File: src/hdl/huffman_tree_walk_decoder_assert.svh
// Assertion macros shared by the decoder RTL.
`ifndef HUFFMAN_TREE_WALK_DECODER_ASSERT_SVH
`define HUFFMAN_TREE_WALK_DECODER_ASSERT_SVH

// Same-cycle implication, masked during reset.
`define HTWD_ASSERT_NOW(lbl, clk, rst, ante, cons, msg) \
   lbl: assert property (@(posedge clk) disable iff (rst) (ante) |-> (cons)) else $error(msg);

// Next-cycle implication, masked during reset.
`define HTWD_ASSERT_NEXT(lbl, clk, rst, ante, cons, msg) \
   lbl: assert property (@(posedge clk) disable iff (rst) (ante) |=> (cons)) else $error(msg);

`endif

File: src/hdl/htwd_spram.sv
`timescale 1ns / 1ps

// single-port RAM, registered read data held while idle
module htwd_spram #(
   parameter int DW    = 8,
   parameter int AW    = 4,
   parameter int DEPTH = 16
) (
   input  logic          clock,
   input  logic          en,
   input  logic          we,
   input  logic [AW-1:0] addr,
   input  logic [DW-1:0] wdata,
   output logic [DW-1:0] rdata
);

   logic [DW-1:0] mem [DEPTH];
   logic [DW-1:0] rdata_ff;

   always_ff @(posedge clock) begin
      if (en && we) begin
         mem[addr] <= wdata;
      end
   end

   always_ff @(posedge clock) begin
      if (en && !we) begin
         rdata_ff <= mem[addr];
      end
   end

   assign rdata = rdata_ff;

endmodule

File: config.mk
export PLATFORM = sky130hd
export DESIGN_NAME = htwd_spram
export DESIGN_NICKNAME = d
export VERILOG_FILES = /design/src/hdl/huffman_tree_walk_decoder_assert.svh /design/src/hdl/htwd_spram.sv
export SDC_FILE = /design/constraint.sdc
export NUM_CORES = 1
export LEC_CHECK = 0
export BUFFER_PORTS_ARGS = -buffer_cell sky130_fd_sc_hd__buf_4
export CAP_MARGIN = 10
export CORE_ASPECT_RATIO = 1.4
export CORE_UTILIZATION = 65
export DETAILED_ROUTE_END_ITERATION = 12
export PLACE_DENSITY_LB_ADDON = 0.1
export SYNTH_ARGS = -nofsm -noshare
export SYNTH_HDL_FRONTEND = slang
export SYNTH_SLANG_ARGS = --single-unit
File: constraint.sdc
create_clock -name clock -period 2.95 [get_ports clock]
set_clock_uncertainty 0.15 [all_clocks]
set_input_delay 0 -clock clock [delete_from_list [all_inputs] [get_ports clock]]
set_output_delay 0 -clock clock [all_outputs]
set_load 0.005 [all_outputs]
### Yosys cells after proc, flatten, opt, wreduce, memory -nomap -nowiden

Memories as Yosys holds them, arrays and structs flattened. A register that Yosys moved wholly into a read port is not among the register bits.
Index checks and enable logic that the tools add are counted.

| operators by class | value |
|---|---|
| mux-type cells | 2 |
| reduce and logical (&&, ||, !) cells | 3 |

Operators with widths:

| cell | count |
|---|---|
| 1-bit logical AND | 2 |
| 1-bit 2-to-1 mux | 2 |
| 1-bit logical NOT | 1 |

| word-level totals | value |
|---|---|
| memories kept | 1 |
| logic and storage cells | 6 |
| memory bits (writable) | 128 |
| input port bits | 15 |
| output and inout bits | 8 |
| bits in registers | 0 |

Memories:

| memory | words | width | read ports | clocked after memory_dff | wr ports | line | text |
|---|---|---|---|---|---|---|---|
| mem | 16 | 8 | 1 | 1 | 1 | htwd_spram.sv:17 | `logic [DW-1:0] mem [DEPTH];` |

### Longest topological paths before layout

Gate-level depths: netlist of run 1.

| logic depth | value |
|---|---|
| word-level depth | 3 |
| mapped depth | 5 |

### Worst setup path after synthesis of run 1

OpenSTA, ideal clock, no wires.

| timing | value |
|---|---|
| path type | input to register |
| from | input addr[0] |
| to | memory mem[0][0] (enable) |
| setup time | 0.383 ns |
| data required time | 2.417 ns |
| data arrival time | 1.339 ns |
| buffers on the path | 2 |
| path slack | 1.078 ns |
| stages on the path | 4 |
| cells stage by stage | buf_6 > buf_2 > or3_1 > nor3_1 |

RTL lines:

| item | line | text |
|---|---|---|
| start, declared | htwd_spram.sv:12 | `input logic [AW-1:0] addr,` |
| end, declared | htwd_spram.sv:17 |  |

No word-level cell before the write port.

### Final worst setup path of run 1

| timing | value |
|---|---|
| from | input en |
| to | memory mem[2][6] (enable) |

| on the way | value |
|---|---|
| cells in the longest elaborated chain, start to end | 3 |

RTL lines:

| item | line | text |
|---|---|---|
| start, declared | htwd_spram.sv:10 | `input logic en,` |
| 1-bit logical AND | htwd_spram.sv:21 | `if (en && we) begin` |
| 1-bit 2-to-1 mux | htwd_spram.sv:21 |  |
| 1-bit 2-to-1 mux (implied by the code) | htwd_spram.sv:22 | `mem[addr] <= wdata;` |

No other way between the ends.

==> results.md, run 1 <==
* Status: finished clean
* Final wirelength at 10600 µm
* Io pins at 23
* Placed cell area at 5500 µm²
* CTS H-Tree Depth at 4
* Total global routing overflow at 0
* Final Critical Period at 1.87 ns
* Iter 0 DRT Violations at 202
* Resized Gates After CTS at 0
* Antenna violations before repair at 0
* Mean post-synth cell area at 22.4 µm²
* Switching power at 827 µW
* Hold crit path type: primary input to register
* CTS tree: built
* Site row count at 38
* Maxcap violations at 0
* Setup Crit Path Kind: primary input to register
* Area delta synth->final at 17.2%
* Reg2reg setup slack at 1.26 ns
* Post-route DRC at 0
* Lkg Pwr at 0.00206 µW
* DRT Pass-1 Iters at 5
* Clock slew at reported path FFs at 0.05 ns
* Yosys reg bits at 136
* Cell internal pwr at 3330 µW
* Die area at 8430 µm²
* Area of the core at 7800 µm²
* Crit-path max FO at 5
* Hold path cells at 4
* R2r worst-path depth at 3
* CP Capture Type: register
* GRT Total Usage at 28.0%
* Clock Power Share at 43.2%
* Sequential group share of total power at 52.1%
* PD cells at 677 nW/µm²
* N_diodes at 0
* Hold Violations, Final at 0
* Max transition margin at 43.7%
* Die H at 108 µm
* Layout cell share with drive strength beyond 1 at 23.7%
* Die W at 77.9 µm
* First-pass GRT wire length at 15300 µm
* Achievable Freq at 0.534 GHz
* Clock Latency Late Sink at 0.52 ns
* Distinct cells, synth at 18
* Max Slew Vio Count at 0
* Comb power frac at 4.6%
* Syn nets at 249
* Placed wire-length estimate at 6080 µm
* Setup violators final at 0
* Worst ir drop on vdd at 0.570 mV
* Vias at 2625
* Setup TNS Final at 0 ns
* CTS Root Cell: clkbuf_8
* Drt wl/cell at 26.9 µm
* YS warnings at 0
* Vias in the first global route at 2621
* Switching Share at 19.9%
* RSZ-0062 raised after global routing: no
* Mapped Area at 5240 µm²
* Register area share after synthesis at 78.0%
* Clock Tree Buf Depth at 2
* Total CTS buffers at 17
* Slew @ Worst Pin at 0.842 ns
* Tcrit/Tclk final at 63.5%
* Required time of the critical path at 3.03 ns
* Largest net degree at the start of global routing at 37
* Via density at 6.65
* Port buffer count at 22
* ANT nets after route at 0
* CTS sink count at 136
* Final instance area at 6140 µm²
* Initial Utilization at 67.2%
* Worst setup SP type: primary input
* Mapped Cells at 234
* Final Wtd Congestion at 0.767
* Nets@finish at 297
* Worst Path Arrival at 1.95 ns
-- stage by stage --
stage	std cells	worst slack (ns)	util (%)	total power [µW]	hold WS [ns]
5_1_grt	395	1.06	78.7	4260	0.141
3_3_place_gp	350	0.900	70.6	2380	0.172
2_1_floorplan	234	1.08	-	2310	-0.0511
3_5_place_dp	350	0.869	70.6	2380	0.185
4_1_cts	395	1.13	78.7	4170	0.108
6_report	395	1.08	78.7	4150	0.126
-- layout make-up --
class	instances	area [µm²]
Clock buffer	18	418
Clock inverter	14	90.1
Fill cell	398	1660
Multi-Input combinational cell	85	1070
Sequential cell	136	4080
Tap cell	100	125
Timing Repair Buffer	42	348
-- worst max-delay path, cell delays in order --
cell and delay (ns):
dlygate4sd3_1 0.53, buf_4 0.13, nand4b_1 0.16, nor3_1 0.19, dlygate4sd3_1 0.71, buf_4 0.21
-- cell usage in the layout (no fill, tap or decap), types with 4 or more instances in the layout --
cell / instances
clkinv_1: 6
edfxtp_1: 136
clkinv_2: 6
nand2_1: 10
nor2_1: 13
dlygate4sd3_1: 13
mux4_1: 16
mux4_2: 16
a22oi_1: 16
nor3_1: 4
buf_4: 29
clkbuf_16: 16
-- Yosys cell counts --
cell type / n / area share, %
nand2_1: 10 / 0.72
mux4_1: 16 / 8.0
nor3_1: 4 / 0.38
buf_6: 2 / 0.43
edfxtp_1: 136 / 78
clkbuf_1: 5 / 0.36
and2_1: 1 / 0.12
buf_1: 2 / 0.14
nand4b_1: 2 / 0.33
mux4_2: 16 / 6.9
buf_8: 1 / 0.29
buf_2: 3 / 0.29
a22oi_1: 16 / 2.3
nand2b_1: 2 / 0.24
or3_1: 1 / 0.12
nor2_1: 13 / 0.93
nand4_1: 1 / 0.12
nor2b_1: 3 / 0.36
-- state kept, by name, summed over array words and instances, names as in the netlist --
name   flops
rdata      8
mem      128
-- power by group through the flow --
stage	sequential, µW	combinational, µW	clock [µW]
finish	2170	193	1800
global route	2170	204	1890
CTS	2170	191	1810
detailed placement	2200	177	0
global placement	2200	173	0
floorplan	2200	103	0
-- path summary, 6_finish.rpt --
| kind | from | end |
|---|---|---|
| setup reg to reg | mem[9][0] | rdata[0] |
| hold / removal | addr[1] | rdata[1] |
| hold reg to reg | mem[14][1] | rdata[1] |
| setup / recovery | en | mem[2][6] |
-- metal layers --
metal  vias up  global-route usage (%)  routed length, µm
met5         -                       0                  0
met4         0                    15.9                292
met3        28                    6.33                778
met2       179                    47.7               5740
met1      1328                    32.9               3810
li1       1090                       -                  -
-- cell families after synthesis --
kind of cell,count (synthesis),synth area share (%)
DFF,136,78.0
muxes,32,14.9
and+or+nand+nor,37,3.32
buffers and inverters,13,1.50
AOI/OAI and AO/OA,16,2.29
-- timing repair --
action / in CTS / in global routing
hold buffers: 13 / 0
buffers inserted: 0 / 0
setup endpoints to repair: 0 / 0
endpoints found under the hold margin: 184 / 0
No activity file was read; power rests on OpenSTA's default activity.
==> run 2, diff against run 1 <==
CORE_UTILIZATION = 60   (was 65)
clock period = 1.85 ns   (was 2.95 ns; I/O delays follow)
==> run 2 against run 1 <==
The flow now finishes with violations (DRC); die area is 8.1% higher; global-route usage is 3.7 points lower; register-to-register slack worse by 1.0 ns; non-clock buffer count is 14 higher; largest cell class unchanged; combinational power is 56% higher; critical path depth is 3 lower; highest routed layer unchanged; flip-flop and latch count stayed put.
==> results.md, run 2 (same netlist as run 1, synthesis figures left out) <==
* Status: finished, violations left
* Failing checks: DRC
* Hold path cells at 3
* Antenna violations before repair at 0
* Final wirelength at 9520 µm
* Iter 0 DRT Violations at 210
* Post-route DRC at 1
* DRT Pass-1 Iters at 9
* Required time of the critical path at 1.85 ns
* Io pins at 23
* CP max stage cell: mux4_1
* Total power at 6940 µW
* Most frequent cells in the layout: edfxtp_1, buf_4, clkbuf_16
* Port buffer count at 22
* Hold Violations, Final at 0
* Lkg Pwr at 0.00217 µW
* Nets@finish at 311
* Fillers at 496
* Setup TNS Final at 0 ns
* Maxcap violations at 0
* N_diodes at 0
* Achievable Freq at 0.610 GHz
* Largest net degree at the start of global routing at 37
* Reg with most FFs: mem
* Max Slew Vio Count at 0
* Placed wire-length estimate at 5950 µm
* Drt wl/cell at 23.1 µm
* Vias in the first global route at 2611
* Final Wtd Congestion at 0.803
* Dpl cells at 373
* Post-Layout Cell Count at 413
* Layout cell share with drive strength beyond 1 at 29.5%
* WP buf/inv at 0
* CTS sink count at 136
* Crit path largest cell delay at 0.52 ns
* CP cell instances: mux4_1 > a22oi_1 > nand2_1
* Setup bufs post-CTS at 0
* Slew @ Worst Pin at 0.536 ns
* Worst Path Arrival at 1.64 ns
* Vias at 2472
* Area delta synth->final at 20.4%
* Die H at 113 µm
* CTS Root Cell: clkbuf_16
* Worst setup SP type: register
* ANT nets after route at 0
* CTS tree: built
* PD cells at 1100 nW/µm²
* Die W at 81.0 µm
* CP delay by family, top: multiplexers
* CTS H-Tree Depth at 4
* Worst ir drop on vdd at 0.920 mV
* Tcrit/Tclk final at 88.6%
* R2r worst-path depth at 3
* Final Critical Period at 1.64 ns
* Die area at 9110 µm²
* Reg2reg setup slack at 0.21 ns
* Setup violators final at 0
* First-pass GRT wire length at 14400 µm
* Total global routing overflow at 0
* Via density at 5.99
* Crit-path max FO at 1
* Total CTS buffers at 17
* Area of the core at 8510 µm²
* Largest register FFs at 128
* Clock slew at reported path FFs at 0.05 ns
* Hold slack at 0.0186 ns
* Hold crit path type: primary input to register
* GRT Total Usage at 24.2%
* Initial Utilization at 61.6%
* Setup Crit Path Kind: register to register
* RSZ-0062 raised after global routing: no
* Most common cell after layout, fill and taps aside: edfxtp_1
* CP Capture Type: register
* Clock Latency Late Sink at 0.41 ns
* Max transition margin at 64.3%
* Util after Layout at 74.1%
* Site row count at 40
* Cell count along the critical path at 3
* Clock Tree Buf Depth at 2
run 2: worst paths after layout:
check,from,endpoint
max,mem[9][5],rdata[5]
min,en,rdata[0]
max reg2reg,mem[9][5],rdata[5]
min reg2reg,mem[14][4],rdata[4]
run 2: power breakdown:
| group | switching (µW) | total, µW | internal (µW) |
|---|---|---|---|
| clock network | 1100 | 3180 | 2090 |
| registers | 11.0 | 3450 | 3440 |
| logic | 161 | 302 | 141 |
run 2: area by class of cell:
type	count	area [µm²]	share of cell area [%]
Clock inverter	11	131	2.08
Clock buffer	20	437	6.92
Tap cell	105	131	2.08
Multi-Input combinational cell	85	1080	17.1
Sequential cell	136	4080	64.8
Timing Repair Buffer	56	443	7.02
run 2: through the flow:
stage          cell area (µm²)  worst slack (ns)
6_report                  6310             0.211
4_1_cts                   6310             0.181
5_1_grt                   6310             0.164
2_1_floorplan             5240            0.0103
3_3_place_gp              5650            -0.122
3_5_place_dp              5650            -0.111
run 2: timing repair:
item | CTS | global route
endpoints found under the hold margin | 136 | 0
hold buffers | 9 | 0
gates resized for setup | 0 | 0
run 2: worst min-delay path: stages:
cell and delay (ns):
buf_4 0.11, nor2b_1 0.12, buf_4 0.20
run 2: per-layer routing:
| layer | global-route usage (%) | vias to the layer above | part of all wire (%) |
|---|---|---|---|
| met4 | 12.3 | 0 | 1.7 |
| met2 | 39.6 | 98 | 54 |
| met1 | 30.1 | 1246 | 37 |
| met3 | 5.69 | 9 | 6.7 |
| li1 | - | 1119 | - |
| met5 | 0 | - | 0 |
==> run 3, diff against run 2 <==
CORE_ASPECT_RATIO = not set   (was 1.4)
CORE_UTILIZATION = 65   (was 60)
SLEW_MARGIN = 25   (was not set)
clock period = 2.1 ns   (was 1.85 ns; I/O delays follow)
==> run 3 against run 2 <==
Die area is 7.6% lower; utilization is 8.2 points higher; largest cell class unchanged; sequential share of layout area decreased by 0.90 points; the run now ends clean; sequential power down 12%.
==> results.md, run 3 (same netlist as run 1, synthesis figures left out) <==
* Status: finished clean
* Worst Path Arrival at 1.94 ns
* Clock slew at reported path FFs at 0.06 ns
* Setup Crit Path Kind: primary input to register
* CP max stage cell: dlygate4sd3_1
* Hold path cells at 4
* Site row count at 32
* Max Slew Vio Count at 0
* Initial Utilization at 67.4%
* Final Wtd Congestion at 0.750
* Die area at 8420 µm²
* Drt wl/cell at 24.7 µm
* Post-route DRC at 0
* Cell internal pwr at 5210 µW
* Clock Power Share at 48.6%
* CTS tree: built
* Max transition margin at 59.0%
* Final wirelength at 10200 µm
* Total CTS buffers at 17
* Io pins at 23
* Required time of the critical path at 2.16 ns
* R2r worst-path depth at 3
* Port buffer count at 22
* Iter 0 DRT Violations at 311
* Hold crit path type: primary input to register
* GRT Total Usage at 27.7%
* Slew @ Worst Pin at 0.615 ns
* Layout cell share with drive strength beyond 1 at 28.9%
* Hold slack at 0.123 ns
* Placed wire-length estimate at 5980 µm
* Antenna violations before repair at 0
* Largest register FFs at 128
* Lkg Pwr at 0.00219 µW
* Clock Tree Buf Depth at 2
* Comb power frac at 4.2%
* Switching Share at 19.3%
* Area of the core at 7770 µm²
* ANT nets after route at 0
* CP Capture Type: register
* CTS H-Tree Depth at 4
* Hold Violations, Final at 0
* Switching power at 1240 µW
* Total global routing overflow at 0
* Tcrit/Tclk final at 89.5%
* DRT Pass-1 Iters at 5
* Final Critical Period at 1.88 ns
* Cts hold-fix bufs at 14
* Most common cell after layout, fill and taps aside: edfxtp_1
* Via density at 6.32
* Sequential group share of total power at 47.1%
* N_diodes at 0
* Setup bufs post-CTS at 0
* Maxcap violations at 0
* CTS sink count at 136
* Resized Gates After CTS at 0
* RSZ-0062 raised after global routing: no
* Worst ir drop on vdd at 1.05 mV
* Largest net degree at the start of global routing at 37
* Worst setup SP type: primary input
* Area delta synth->final at 22.1%
* Crit-path max FO at 11
* Vias in the first global route at 2806
* Vias at 2609
* CTS Root Cell: clkbuf_8
* CP cell instances: dlygate4sd3_1 > buf_4 > nand2b_1 > dlygate4sd3_1 > nor2_1 > buf_4
* Most frequent cells in the layout: edfxtp_1, buf_4
* First-pass GRT wire length at 15900 µm
* Reg with most FFs: mem
* Setup TNS Final at 0 ns
* PD cells at 1010 nW/µm²
* Nets@finish at 313
* Die W at 91.8 µm
* Clock Latency Late Sink at 0.51 ns
* Crit path largest cell delay at 0.60 ns
* Setup violators final at 0
* Achievable Freq at 0.532 GHz
* Die H at 91.8 µm
* Util after Layout at 82.3%
-- run 3: area by class of cell --
class	count	area (µm²)
multi-input cells	85	1070
repair buffers	58	470
fillers	382	1370
clock inverters	15	224
clock buffers	17	414
flip-flops and latches	136	4080
well taps	102	128
-- run 3: path summary, 6_finish.rpt --
check | from | end | slack, ns
max | addr[2] | mem[10][0] | 0.22
min | addr[1] | rdata[2] | 0.12
max reg2reg | mem[1][2] | rdata[2] | 0.45
min reg2reg | mem[8][6] | rdata[6] | 0.61
-- run 3: routing by layer --
| layer | vias to the layer above | global-route usage, % | wire [µm] | part of all wire [%] |
|---|---|---|---|---|
| met5 | - | 0 | 0 | 0 |
| met3 | 9 | 6.05 | 753 | 7.4 |
| li1 | 1125 | - | - | - |
| met4 | 0 | 9.90 | 127 | 1.2 |
| met1 | 1350 | 38.0 | 4070 | 40 |
| met2 | 125 | 44.9 | 5260 | 52 |
-- run 3: power groups by stage --
stage / logic [µW] / registers, µW / clock network (µW)
after floorplan: 145 / 3090 / 0
after global placement: 244 / 3090 / 0
after detailed placement: 250 / 3100 / 0
after CTS: 273 / 3040 / 3170
after global routing: 294 / 3040 / 3290
final: 274 / 3040 / 3140
-- run 3: critical path, delay by kind of cell --
family / cells / cell delay, ns
buffers and inverters: 4 / 1.55
AND/OR/NAND/NOR: 2 / 0.39
-- run 3: per-stage QoR --
stage | cells | worst slack [ns] | area, µm² | total power [µW]
floorplan | 234 | 0.228 | 5240 | 3240
global placement | 367 | 0.150 | 5620 | 3340
detailed placement | 367 | 0.102 | 5620 | 3350
CTS | 413 | 0.267 | 6390 | 6480
global route | 413 | 0.194 | 6390 | 6620
finish | 413 | 0.221 | 6390 | 6450
