$ cat src/hdl/huffman_tree_walk_decoder_assert.svh
// Assertion macros shared by the decoder RTL.
`ifndef HUFFMAN_TREE_WALK_DECODER_ASSERT_SVH
`define HUFFMAN_TREE_WALK_DECODER_ASSERT_SVH

// Same-cycle implication, masked during reset.
`define HTWD_ASSERT_NOW(lbl, clk, rst, ante, cons, msg) \
   lbl: assert property (@(posedge clk) disable iff (rst) (ante) |-> (cons)) else $error(msg);

// Next-cycle implication, masked during reset.
`define HTWD_ASSERT_NEXT(lbl, clk, rst, ante, cons, msg) \
   lbl: assert property (@(posedge clk) disable iff (rst) (ante) |=> (cons)) else $error(msg);

`endif

$ cat src/hdl/htwd_pkg.sv
`timescale 1ns / 1ps

package htwd_pkg;

   localparam int SYM_W     = 8;
   localparam int BYTE_BITS = 8;
   localparam int CNT_W     = 4;

   // operation codes on req_tuser
   localparam logic [1:0] OP_CLEAR  = 2'd0;
   localparam logic [1:0] OP_HEADER = 2'd1;
   localparam logic [1:0] OP_DATA   = 2'd2;

   // preorder header: this byte announces a leaf, its symbol follows
   localparam logic [SYM_W-1:0] LEAF_MARK = 8'h31;

   typedef enum logic [2:0] {
      ST_IDLE,
      ST_H_PAR,
      ST_H_ENT,
      ST_WALK,
      ST_DONE
   } state_type;

   typedef struct packed {
      logic             valid;
      logic [SYM_W-1:0] symbol;
      logic             last;
      logic             error;
   } rsp_push_type;

endpackage

$ cat src/hdl/htwd_rsp_reg.sv
`timescale 1ns / 1ps

// result output register
module htwd_rsp_reg import htwd_pkg::*; (
   input  logic             clock,
   input  logic             reset,
   input  rsp_push_type     push,
   output logic             rsp_tvalid,
   input  logic             rsp_tready,
   output logic [SYM_W-1:0] rsp_tdata,   // [7:0] symbol
   output logic             rsp_tlast,
   output logic [0:0]       rsp_tuser    // [0] error
);

   logic             valid_ff, valid_in;
   logic [SYM_W-1:0] sym_ff;
   logic             last_ff;
   logic             err_ff;

   always_comb begin
      valid_in = valid_ff;
      if (push.valid) begin
         valid_in = 1'b1;
      end else if (rsp_tready) begin
         valid_in = 1'b0;
      end
   end

   always_ff @(posedge clock) begin
      if (reset) begin
         valid_ff <= 1'b0;
      end else begin
         valid_ff <= valid_in;
      end
   end

   always_ff @(posedge clock) begin
      if (push.valid) begin
         sym_ff  <= push.symbol;
         last_ff <= push.last;
         err_ff  <= push.error;
      end
   end

   assign rsp_tvalid   = valid_ff;
   assign rsp_tdata    = sym_ff;
   assign rsp_tlast    = last_ff;
   assign rsp_tuser[0] = err_ff;

endmodule

$ cat config.mk
export PLATFORM = sky130hd
export DESIGN_NAME = htwd_rsp_reg
export DESIGN_NICKNAME = d
export VERILOG_FILES = /design/src/hdl/huffman_tree_walk_decoder_assert.svh /design/src/hdl/htwd_pkg.sv /design/src/hdl/htwd_rsp_reg.sv
export SDC_FILE = /design/constraint.sdc
export NUM_CORES = 1
export LEC_CHECK = 0
export ABC_AREA = 1
export BUFFER_PORTS_ARGS = -buffer_cell sky130_fd_sc_hd__buf_2
export CAP_MARGIN = 15
export CORE_AREA = 2 2 39 41
export CTS_CLUSTER_DIAMETER = 120
export DETAILED_ROUTE_END_ITERATION = 10
export DIE_AREA = 0 0 41 43
export GPL_TIMING_DRIVEN = 0
export HOLD_SLACK_MARGIN = 0.15
export MAX_ROUTING_LAYER = met4
export PLACE_DENSITY = 0.61
export SETUP_SLACK_MARGIN = 0.2
export SLEW_MARGIN = 20
export SYNTH_ARGS = -nofsm -noshare
export SYNTH_HDL_FRONTEND = slang
export SYNTH_SLANG_ARGS = --single-unit
$ cat constraint.sdc
create_clock -name clock -period 0.8 [get_ports clock]
set_input_delay 0.16 -clock clock [delete_from_list [all_inputs] [get_ports clock]]
set_output_delay 0.16 -clock clock [all_outputs]
set_load 0.1 [all_outputs]
; Yosys cells after proc, flatten, opt, wreduce, memory -nomap -nowiden
; Index checks and enable logic that the tools add are counted.
[classes]
reduce_logical = 1
n_mux = 2
[ops]
columns = op, count
row1 = 1-bit 2-to-1 mux, 2
row2 = 2-bit nonzero test, 1
[totals]
inputBits = 14
out_inout_bits = 11
wordCells = 7
regBits = 11

; Logic depth before layout (Yosys ltp)
; Gate-level depths: netlist of run 1.
[logic_depth]
word_depth = 2
mapped_depth = 3
mapped_depth_nobuf = 3

; Least setup slack after synthesis of run 1
; No wires, ideal clock.
[synth_path]
path_type = reg-to-reg
startpoint = register rsp_tvalid (netlist name)
endpoint = register valid_ff, in the netlist rsp_tvalid
setup_time_ns = 0.066
slack_ns = -0.468
t_arrival_ns = 1.202
period_less_slack_ns = 1.268
path_stages_with_launch = 3
required_ns = 0.734
path_cell_list = dfxtp_1 nand2_1 a21oi_2
[synth_lines]
columns = item, line_no
row1 = "end signal, assigned", htwd_rsp_reg.sv:33  ; valid_ff <= valid_in;
row2 = "end, declared", htwd_rsp_reg.sv:15  ; logic valid_ff, valid_in;

; Worst setup path after layout of run 1
[layout_path]
startpoint = register sym_ff[1], in the netlist rsp_tdata[1]
endpoint = output port rsp_tdata[1]
[layout_lines]
columns = item, line_no
row1 = "start, declared", htwd_rsp_reg.sv:16  ; logic [SYM_W-1:0] sym_ff;
row2 = "start signal, assigned", htwd_rsp_reg.sv:39  ; sym_ff <= push.symbol;
row3 = "end, declared", htwd_rsp_reg.sv:10  ; output logic [SYM_W-1:0] rsp_tdata,
; No word-level cell between the ends.

==> metrics.md, run 1 <==
| Metric | Value |
|---|---|
| CTS root buf | clkbuf_4 |
| Detailed placer's ending HPWL | between 400 and 500 µm |
| Reg2Reg Launch Point | rsp_tvalid |
| Critical path's top delay family | flip-flops |
| Setup tns final | -2092 ps |
| # H-tree levels | 1 |
| Row cnt | 14 |
| FF-to-FF setup slack | between 200 and 250 ps |
| Non-filler cells, final | 59 |
| WS Path Type | register to output port |
| Achievable Freq | roughly 990 MHz |
| CP required | about 640 ps |
| Io pins | 25 |
| Clock slew at reported path FFs | 60 ps |
| Vias per cell | roughly 4.0 |
| Pwr dens | 2577 nW/µm² |
| Routability congestion estimate | 0.5326 |
| Die height | 43 µm |
| Kind of end point of the critical path | output port |
| Share of cells above drive strength 1 | between 60% and 70% |
| Slew HR | between 80 and 90% |
| CP Max Fanout | 1 |
| Hold Path Class | primary input to register |
| Final setup margin | -205.5 ps |
| Tmin final | 1006 ps |
| Nets | 58 |
| Max_cap viols | 0 |
| Yosys warns | 0 |
| Leakage | approximately 0.26 nW |
| Sequential area share after synthesis | 94.12% |
| Ant. Diodes | 0 |
| Clock Tree Buf Depth | 2 |
| Drt first pass iters | 3 |
| Run status | finished with violations |
| Worst R2R End | rsp_tvalid |
| Vias in the first global route | 213 |
| Critical Path Start | rsp_tdata[1] |
| Post-Place Setup Slack | -99.40 ps |
| Clock net sink count | 11 |
| Largest net degree at the start of global routing | 12 |
| Post-route ant nets | 0 |
| Dpl cell area | 484.2 µm² |
| Final period util | 125.7% |
| Grt total ovfl | 0 |
| Initial antenna violation count | 0 |
| # port buffers | 24 |
| # DRC | 0 |
| Total wire length | 561 µm |
| Buf/Inv on CP | 1 |
| Setup violations, final | 11 |
| Worst ir drop on vdd | roughly 0.0011 V |
| Core Area | roughly 1400 µm² |
| Worst Setup EP | rsp_tdata[1] |
| CTS tree | yes |
| Via count | ~240 |
| Worst Reg-to-Reg Cells | 2 |
| Fin. Hold Viols | 0 |
| Final Max Tran Viols | 0 |
| Crit path largest cell delay | ~390 ps |
| Distinct cells, synth | 5 |
| Cells after Synth | 15 |
| Arr. time, crit path | 850 ps |
| Crit-path cells | buf_6 |
| Placed insts | 55 |
| CTS buffer count | 3 |
| Initial Utilization | approximately a quarter |
| Drt wl/cell | roughly 9.5 µm |
| Worst-Skew Late Latency | roughly 250 ps |
| First-pass GRT wire length | 834 µm |
| RSZ-0062 raised after global routing | yes |
| Startpoint type of the worst setup path | register |
| DIE AREA | ~1800 µm² |
| Failing checks | setup timing |
| Area growth syn-to-layout | 72.79% |
| Overall routing resource usage | 8.168% |
| Worst Skew | 0 ps |
| Die width | between 40 and 50 µm |
| Syn Nets | 29 |
| Worst slew pin tran | around 220 ps |
| DRT iter0 DRCs | 1 |
| Critical path's slowest cell | edfxtp_1 |
| HP Start | reset |
| Mean Syn Cell Area | about 23 µm² |
| Mapped Area | between 300 and 400 µm² |
| Pwr Total | about 1.5 mW |
| Stages on worst setup path | 1 |
| Post-CTS Setup Inserts | 0 |
| Register bit total from synthesis | 11 |
| Design area | ~600 µm² |
==> layout by cell type (no fill, tap or decap) <==
| cell type | instances |
|---|---|
| buf_12 | 1 |
| nand2_1 | 1 |
| a21oi_2 | 1 |
| buf_6 | 10 |
| inv_1 | 2 |
| clkbuf_4 | 3 |
| buf_2 | 13 |
| dfxtp_4 | 1 |
| clkbuf_1 | 1 |
| edfxtp_1 | 10 |
==> report_power, final <==
part | internal, mW | total (mW) | switching, mW
clock network | 0.192 | 0.355 | 0.163
logic | 0.112 | 0.464 | 0.352
registers | 0.676 | 0.696 | 0.0208
total | 0.980 | 1.52 | 0.536
==> routing by layer <==
metal,GRT usage [%],vias to the layer above,routed length [µm]
li1,-,110,-
met4,8.000,0,6
met1,7.483,104,218
met5,-,-,0
met2,10.94,20,264
met3,4.712,2,72
==> logic make-up (layout without fill, tap and decap cells) <==
logic type	count (synthesis)	after routing	synth area share [%]
AOI/OAI and AO/OA	1	1	2.574
and+or+nand+nor	1	1	1.102
DFF	11	11	94.12
buffers and inverters	2	30	2.207
==> per-stage QoR <==
stage | hold slack (ps) | util (%)
3_5_place_dp | 312.4 | 34.99
2_1_floorplan | 213.3 | -
6_report | 46.10 | 42.50
3_3_place_gp | 310.2 | 34.99
4_1_cts | 29.88 | 42.50
5_1_grt | 34.20 | 42.50
==> layout make-up <==
type / instances / area, µm²
Multi-Input combinational cell: 2 / 12.51
Clock buffer: 4 / 26.28
Sequential cell: 11 / 324.1
Fill cell: 125 / 795.8
Tap cell: 16 / 20.02
Inverter: 2 / 7.507
Timing Repair Buffer: 24 / 197.7
==> worst min-delay path by stage <==
stage	end	slack, ps	cells after the start
after global placement	rsp_tvalid	310	2
after global routing	rsp_tvalid	30	2
after CTS	rsp_tvalid	30	2
after detailed placement	rsp_tvalid	310	2
final	rsp_tvalid	50	2
after floorplan	rsp_tvalid	210	1
==> state kept, by name, indices dropped and copies added, names as in the netlist <==
| name | cells |
|---|---|
| rsp_tuser | 1 |
| rsp_tvalid | 1 |
| rsp_tdata | 8 |
| rsp_tlast | 1 |
==> repair_timing <==
item | 4_1_cts | 5_1_grt
resized for setup | 24 | 0
endpoints found under the setup margin | 11 | 12
endpoints found under the hold margin | 11 | 11
==> cell usage after synthesis, drive strengths merged <==
cell type  count  area (µm²)
dfxtp          1       20.02
inv            2       7.510
edfxtp        10       300.3
a21oi          1       8.760
nand2          1       3.750
Power figures use the tool's default switching activity.
==> run 2: changes to the inputs <==
--- a/config.mk
+++ b/config.mk
@@ -9,6 +9,7 @@
 export BUFFER_PORTS_ARGS = -buffer_cell sky130_fd_sc_hd__buf_2
 export CAP_MARGIN = 15
 export CORE_AREA = 2 2 39 41
+export CTS_BUF_LIST = sky130_fd_sc_hd__clkbuf_16
 export CTS_CLUSTER_DIAMETER = 120
 export DETAILED_ROUTE_END_ITERATION = 10
 export DIE_AREA = 0 0 41 43
@@ -16,6 +17,7 @@
 export HOLD_SLACK_MARGIN = 0.15
 export MAX_ROUTING_LAYER = met4
 export PLACE_DENSITY = 0.61
+export REMOVE_ABC_BUFFERS = 1
 export SETUP_SLACK_MARGIN = 0.2
 export SLEW_MARGIN = 20
 export SYNTH_ARGS = -nofsm -noshare
==> metrics.md, run 2 (synthesized netlist as in run 1, its figures left out) <==
| Metric | Value |
|---|---|
| Run status | finished with violations (unchanged) |
| Failing checks | setup timing (unchanged) |
| Clock slew at reported path FFs | 40 ps (was 60 ps) |
| Initial antenna violation count | 0 (unchanged) |
| Vias in the first global route | 203 (was 213) |
| Tmin final | 979.6 ps (was 1006 ps) |
| Clock net sink count | 11 (unchanged) |
| Clock network power share | 42.3% (was 23.4%) |
| Die height | 43 µm (unchanged) |
| Comb power frac | 23.1% (was 30.6%) |
| CTS buffer count | 3 (unchanged) |
| Critical path's top delay family | flip-flops (unchanged) |
| RSZ-0062 raised after global routing | yes (unchanged) |
| Placed insts | 55 (unchanged) |
| Drt wl/cell | 9.100 µm (was 9.508 µm) |
| Switching portion of total power | 28.58% (was 35.36%) |
| # H-tree levels | 1 (unchanged) |
| Area growth syn-to-layout | 91.54% (was 72.79%) |
| Total wire length | 546 µm (was 561 µm) |
| Pwr dens | 3115 nW/µm² (was 2577 nW/µm²) |
| DRT iter0 DRCs | 0 (was 1) |
| Final core occ | 47.11% (was 42.50%) |
| Pwr Total | 2.031 mW (was 1.516 mW) |
| Dpl cell area | 480.5 µm² (was 484.2 µm²) |
| DIE AREA | 1763 µm² (unchanged) |
| Setup tns final | -1714 ps (was -2092 ps) |
| Achievable Freq | 1021 MHz (was 994.5 MHz) |
| Worst slew pin tran | 221.2 ps (was 219.6 ps) |
| Grt total ovfl | 0 (unchanged) |
| Worst ir drop on vdd | 0.001156 V (was 0.001051 V) |
| Core Area | 1384 µm² (unchanged) |
| Crit path largest cell delay | 390 ps (about the same) |
| Critical path's slowest cell | edfxtp_1 (unchanged) |
| Ant. Diodes | 0 (unchanged) |
| Most common cell after layout, fill and taps aside | buf_2 (unchanged) |
| Leakage | 0.2896 nW (was 0.2559 nW) |
| Die width | 41 µm (unchanged) |
| Most frequent cells in the layout | buf_2, buf_6, edfxtp_1 (unchanged) |
| # DRC | 0 (unchanged) |
| CP required | 640 ps (about the same) |
| Arr. time, crit path | 820 ps (was 850 ps) |
| Worst-Skew Late Latency | 230 ps (was 250 ps) |
| Clock Tree Buf Depth | 2 (unchanged) |
| Startpoint type of the worst setup path | register (unchanged) |
| Worst Skew | 0 ps (unchanged) |
| Overall routing resource usage | 8.947% (was 8.168%) |
| WS Path Type | register to output port (unchanged) |
| Final period util | 122.4% (was 125.7%) |
| Routability congestion estimate | 0.5755 (was 0.5326) |
| Initial Utilization | 24.59% (unchanged) |
| Row cnt | 14 (unchanged) |
| Switching power | 0.5803 mW (was 0.5360 mW) |
| Design area | 651.9 µm² (was 588.1 µm²) |
| # port buffers | 24 (unchanged) |
| Nets | 59 (was 58) |
| Seq pwr share | 34.6% (was 46.0%) |
| Io pins | 25 (unchanged) |
| First-pass GRT wire length | 876 µm (was 834 µm) |
| Buf/Inv on CP | 1 (unchanged) |
| Via count | 231 (was 236) |
| Setup violations, final | 11 (unchanged) |
| Internal | 1.450 mW (was 0.9796 mW) |
| Slew HR | 85.25% (was 85.36%) |
| Final setup margin | -179.6 ps (was -205.5 ps) |
| Vias per cell | 3.850 (was 4.000) |
| CTS tree | yes (unchanged) |
| CP Max Fanout | 1 (unchanged) |
| Crit-path cells | buf_6 (unchanged) |
| Largest net degree at the start of global routing | 12 (unchanged) |
| Non-filler cells, final | 60 (was 59) |
| Max FFs per register | 8 (unchanged) |
| Max_cap viols | 0 (unchanged) |
| Fin. Hold Viols | 0 (unchanged) |
| Fillers | 131 (was 125) |
| Kind of end point of the critical path | output port (unchanged) |
| Share of cells above drive strength 1 | 70.45% (was 67.44%) |
| Final Max Tran Viols | 0 (unchanged) |
| Drt first pass iters | 1 (was 3) |
| CTS root buf | clkbuf_16 (was clkbuf_4) |
| Hold Path Class | primary input to register (unchanged) |
| Post-route ant nets | 0 (unchanged) |
[run 2: final timing paths]
path	from	end	slack [ps]	cells past startpoint
worst max-delay path	rsp_tdata[7]	rsp_tdata[7]	-180	1
worst min-delay path	reset	rsp_tvalid	80	2
worst max register to register	rsp_tvalid	rsp_tvalid	140	3
worst min register to register	rsp_tvalid	rsp_tvalid	570	3
[run 2: power by group through the flow]
| stage | clock network, mW | registers, mW | logic [mW] |
|---|---|---|---|
| after CTS | 0.891 | 0.703 | 0.465 |
| after global routing | 0.936 | 0.706 | 0.485 |
| after floorplan | 0 | 1.02 | 0.00591 |
| after detailed placement | 0 | 0.698 | 0.407 |
| after global placement | 0 | 0.697 | 0.405 |
| final | 0.858 | 0.702 | 0.470 |
[run 2: worst register-to-register path, cell delays in order (launching register included)]
cell	delay (ps)
dfxtp_2	350
buf_6	100
nand2_2	40
a21oi_2	110
[run 2: routing by layer]
layer	routed length, µm	GRT usage [%]	vias to the layer above
li1	-	-	111
met1	206	9.689	98
met2	257	9.063	20
met3	78	8.377	2
met4	4	8.000	0
met5	0	-	-
[run 2: per-stage QoR]
step | hold WS, ps | setup slack [ps]
floorplan | 222.4 | -467.7
global placement | 319.3 | -92.56
detailed placement | 324.6 | -106.8
CTS | 71.44 | -197.9
global route | 85.63 | -216.1
finish | 75.71 | -179.6
[run 2: area by class of cell]
class,instances,area (µm²),share of cell area [%]
sequential,11,321.6,49.33
inverter,2,7.507,1.152
multi-input combinational,2,15.01,2.303
timing repair buffer,25,209.0,32.05
tap,16,20.02,3.071
clock inverter,1,3.754,0.5758
clock buffer,3,75.07,11.52
[run 2: timing repair]
item                                    in CTS  in global routing
resized for setup                           25                  2
setup buffers                                0                  1
endpoints found under the setup margin      11                 12
pin swaps                                    0                  2
endpoints found under the hold margin       11                 11
==> run 3: changes to the inputs <==
--- a/config.mk
+++ b/config.mk
@@ -9,7 +9,7 @@
 export BUFFER_PORTS_ARGS = -buffer_cell sky130_fd_sc_hd__buf_2
 export CAP_MARGIN = 15
 export CORE_AREA = 2 2 39 41
-export CTS_BUF_LIST = sky130_fd_sc_hd__clkbuf_16
+export CTS_BUF_LIST = sky130_fd_sc_hd__clkbuf_4 sky130_fd_sc_hd__clkbuf_8
 export CTS_CLUSTER_DIAMETER = 120
 export DETAILED_ROUTE_END_ITERATION = 10
 export DIE_AREA = 0 0 41 43
==> metrics.md, run 3 (synthesized netlist as in run 1, its figures left out) <==
| Metric | Value |
|---|---|
| Failing checks | setup timing (unchanged) |
| # port buffers | 24 (unchanged) |
| Worst-Skew Late Latency | 250 ps (was 230 ps) |
| Crit path largest cell delay | 390 ps (about the same) |
| Reg2Reg Launch Point | rsp_tvalid (unchanged) |
| Pwr dens | 2583 nW/µm² (was 3115 nW/µm²) |
| Critical path's slowest cell | edfxtp_1 (unchanged) |
| RSZ-0062 raised after global routing | yes (unchanged) |
| Startpoint type of the worst setup path | register (unchanged) |
| Tmin final | 1010 ps (was 979.6 ps) |
| Seq pwr share | 44.8% (was 34.6%) |
| Setup violations, final | 11 (unchanged) |
| Kind of end point of the critical path | output port (unchanged) |
| Initial antenna violation count | 0 (unchanged) |
| Share of cells above drive strength 1 | 72.73% (was 70.45%) |
| Critical Path Start | rsp_tdata[7] (unchanged) |
| Initial Utilization | 24.59% (unchanged) |
| # H-tree levels | 1 (unchanged) |
| Final setup margin | -209.7 ps (was -179.6 ps) |
| Nets | 59 (unchanged) |
| Fin. Hold Viols | 0 (unchanged) |
| Final Max Tran Viols | 0 (unchanged) |
| Clock net sink count | 11 (unchanged) |
| Io pins | 25 (unchanged) |
| Hold Path Class | primary input to register (unchanged) |
| Run status | finished with violations (unchanged) |
| Die width | 41 µm (unchanged) |
| Buf/Inv on CP | 1 (unchanged) |
| Max_cap viols | 0 (unchanged) |
| Total wire length | 548 µm (was 546 µm) |
| Routability congestion estimate | 0.5755 (unchanged) |
| Drt first pass iters | 1 (unchanged) |
| Dpl cell area | 480.5 µm² (unchanged) |
| Internal | 1.020 mW (was 1.450 mW) |
| Clock network power share | 25.0% (was 42.3%) |
| Non-filler cells, final | 60 (unchanged) |
| Final core occ | 43.58% (was 47.11%) |
| Arr. time, crit path | 850 ps (was 820 ps) |
| CTS tree | yes (unchanged) |
| Die height | 43 µm (unchanged) |
| # DRC | 0 (unchanged) |
| Fin Hold WS | 49.39 ps (was 75.71 ps) |
| Vias in the first global route | 209 (was 203) |
| Most frequent cells in the layout | buf_2, buf_6, edfxtp_1 (unchanged) |
| Final period util | 126.2% (was 122.4%) |
| Most common cell after layout, fill and taps aside | buf_2 (unchanged) |
| CTS root buf | clkbuf_4 (was clkbuf_16) |
| WS Path Type | register to output port (unchanged) |
| DIE AREA | 1763 µm² (unchanged) |
| First-pass GRT wire length | 862 µm (was 876 µm) |
| CP required | 640 ps (about the same) |
| Worst slew pin tran | 222.9 ps (was 221.2 ps) |
| Via count | 229 (was 231) |
| Clock slew at reported path FFs | 60 ps (was 40 ps) |
| DRT iter0 DRCs | 0 (unchanged) |
| Max FFs per register | 8 (unchanged) |
| CP Max Fanout | 1 (unchanged) |
| Critical path's top delay family | flip-flops (unchanged) |
| Largest net degree at the start of global routing | 12 (unchanged) |
| Leakage | 0.2657 nW (was 0.2896 nW) |
| Drt wl/cell | 9.133 µm (was 9.100 µm) |
| Crit-path cells | buf_6 (unchanged) |
| Placed insts | 55 (unchanged) |
| Worst Skew | 0 ps (unchanged) |
| Core Area | 1384 µm² (unchanged) |
| Grt total ovfl | 0 (unchanged) |
| Overall routing resource usage | 8.000% (was 8.947%) |
| Switching power | 0.5376 mW (was 0.5803 mW) |
| Post-route ant nets | 0 (unchanged) |
| Clock Tree Buf Depth | 2 (unchanged) |
| Vias per cell | 3.817 (was 3.850) |
| Area growth syn-to-layout | 77.21% (was 91.54%) |
| Slew HR | 85.14% (was 85.25%) |
| Comb power frac | 30.2% (was 23.1%) |
| Worst ir drop on vdd | 0.0009053 V (was 0.001156 V) |
| CTS buffer count | 3 (unchanged) |
| HP Start | reset (unchanged) |
| Row cnt | 14 (unchanged) |
| Switching portion of total power | 34.50% (was 28.58%) |
| Design area | 603.1 µm² (was 651.9 µm²) |
| Ant. Diodes | 0 (unchanged) |
| Achievable Freq | 990.4 MHz (was 1021 MHz) |
| Setup tns final | -2077 ps (was -1714 ps) |
## run 3: power groups by stage
stage                     combinational [mW]  clock, mW  sequential (mW)
after floorplan                      0.00591          0             1.02
after global placement                 0.405          0            0.697
after detailed placement               0.407          0            0.698
after CTS                              0.465      0.409            0.699
after global routing                   0.486      0.443            0.703
final                                  0.470      0.389            0.698
## run 3: timing repair
item,in CTS,in global routing
gates resized for setup,25,2
setup endpoints to repair,11,12
endpoints found under the hold margin,11,11
pin swaps,0,2
buffers inserted,0,1
## run 3: worst register-to-register path, cell delays in order, from the launching register on
cell and delay, ps:
dfxtp_2 360, buf_6 100, nand2_2 40, a21oi_2 110
## run 3: area by class of cell
class / count / area, µm²
clock buffers: 4 / 30.03
fillers: 132 / 780.7
inverters: 2 / 7.507
multi-input cells: 2 / 15.01
flip-flops and latches: 11 / 321.6
well taps: 16 / 20.02
repair buffers: 25 / 209.0
## run 3: metal layers
metal	wire, µm	share of wire, %	GRT usage [%]	vias to the layer above
li1	-	-	-	112
met1	208	38	9.689	97
met2	254	46	9.063	20
met3	85	16	5.236	0
met4	0	0	6.000	0
met5	0	0	-	-
## run 3: worst paths after layout
path                        to  slack, ps  cells past startpoint
setup / recovery  rsp_tdata[7]       -210                      1
hold / removal      rsp_tvalid         50                      2
setup reg to reg    rsp_tvalid        130                      3
hold reg to reg     rsp_tvalid        570                      3
## run 3: stage by stage
step	total power, mW	setup slack (ps)
2_1_floorplan	1.028	-467.7
3_3_place_gp	1.102	-92.56
3_5_place_dp	1.105	-106.8
4_1_cts	1.573	-235.1
5_1_grt	1.632	-259.8
6_report	1.558	-209.7
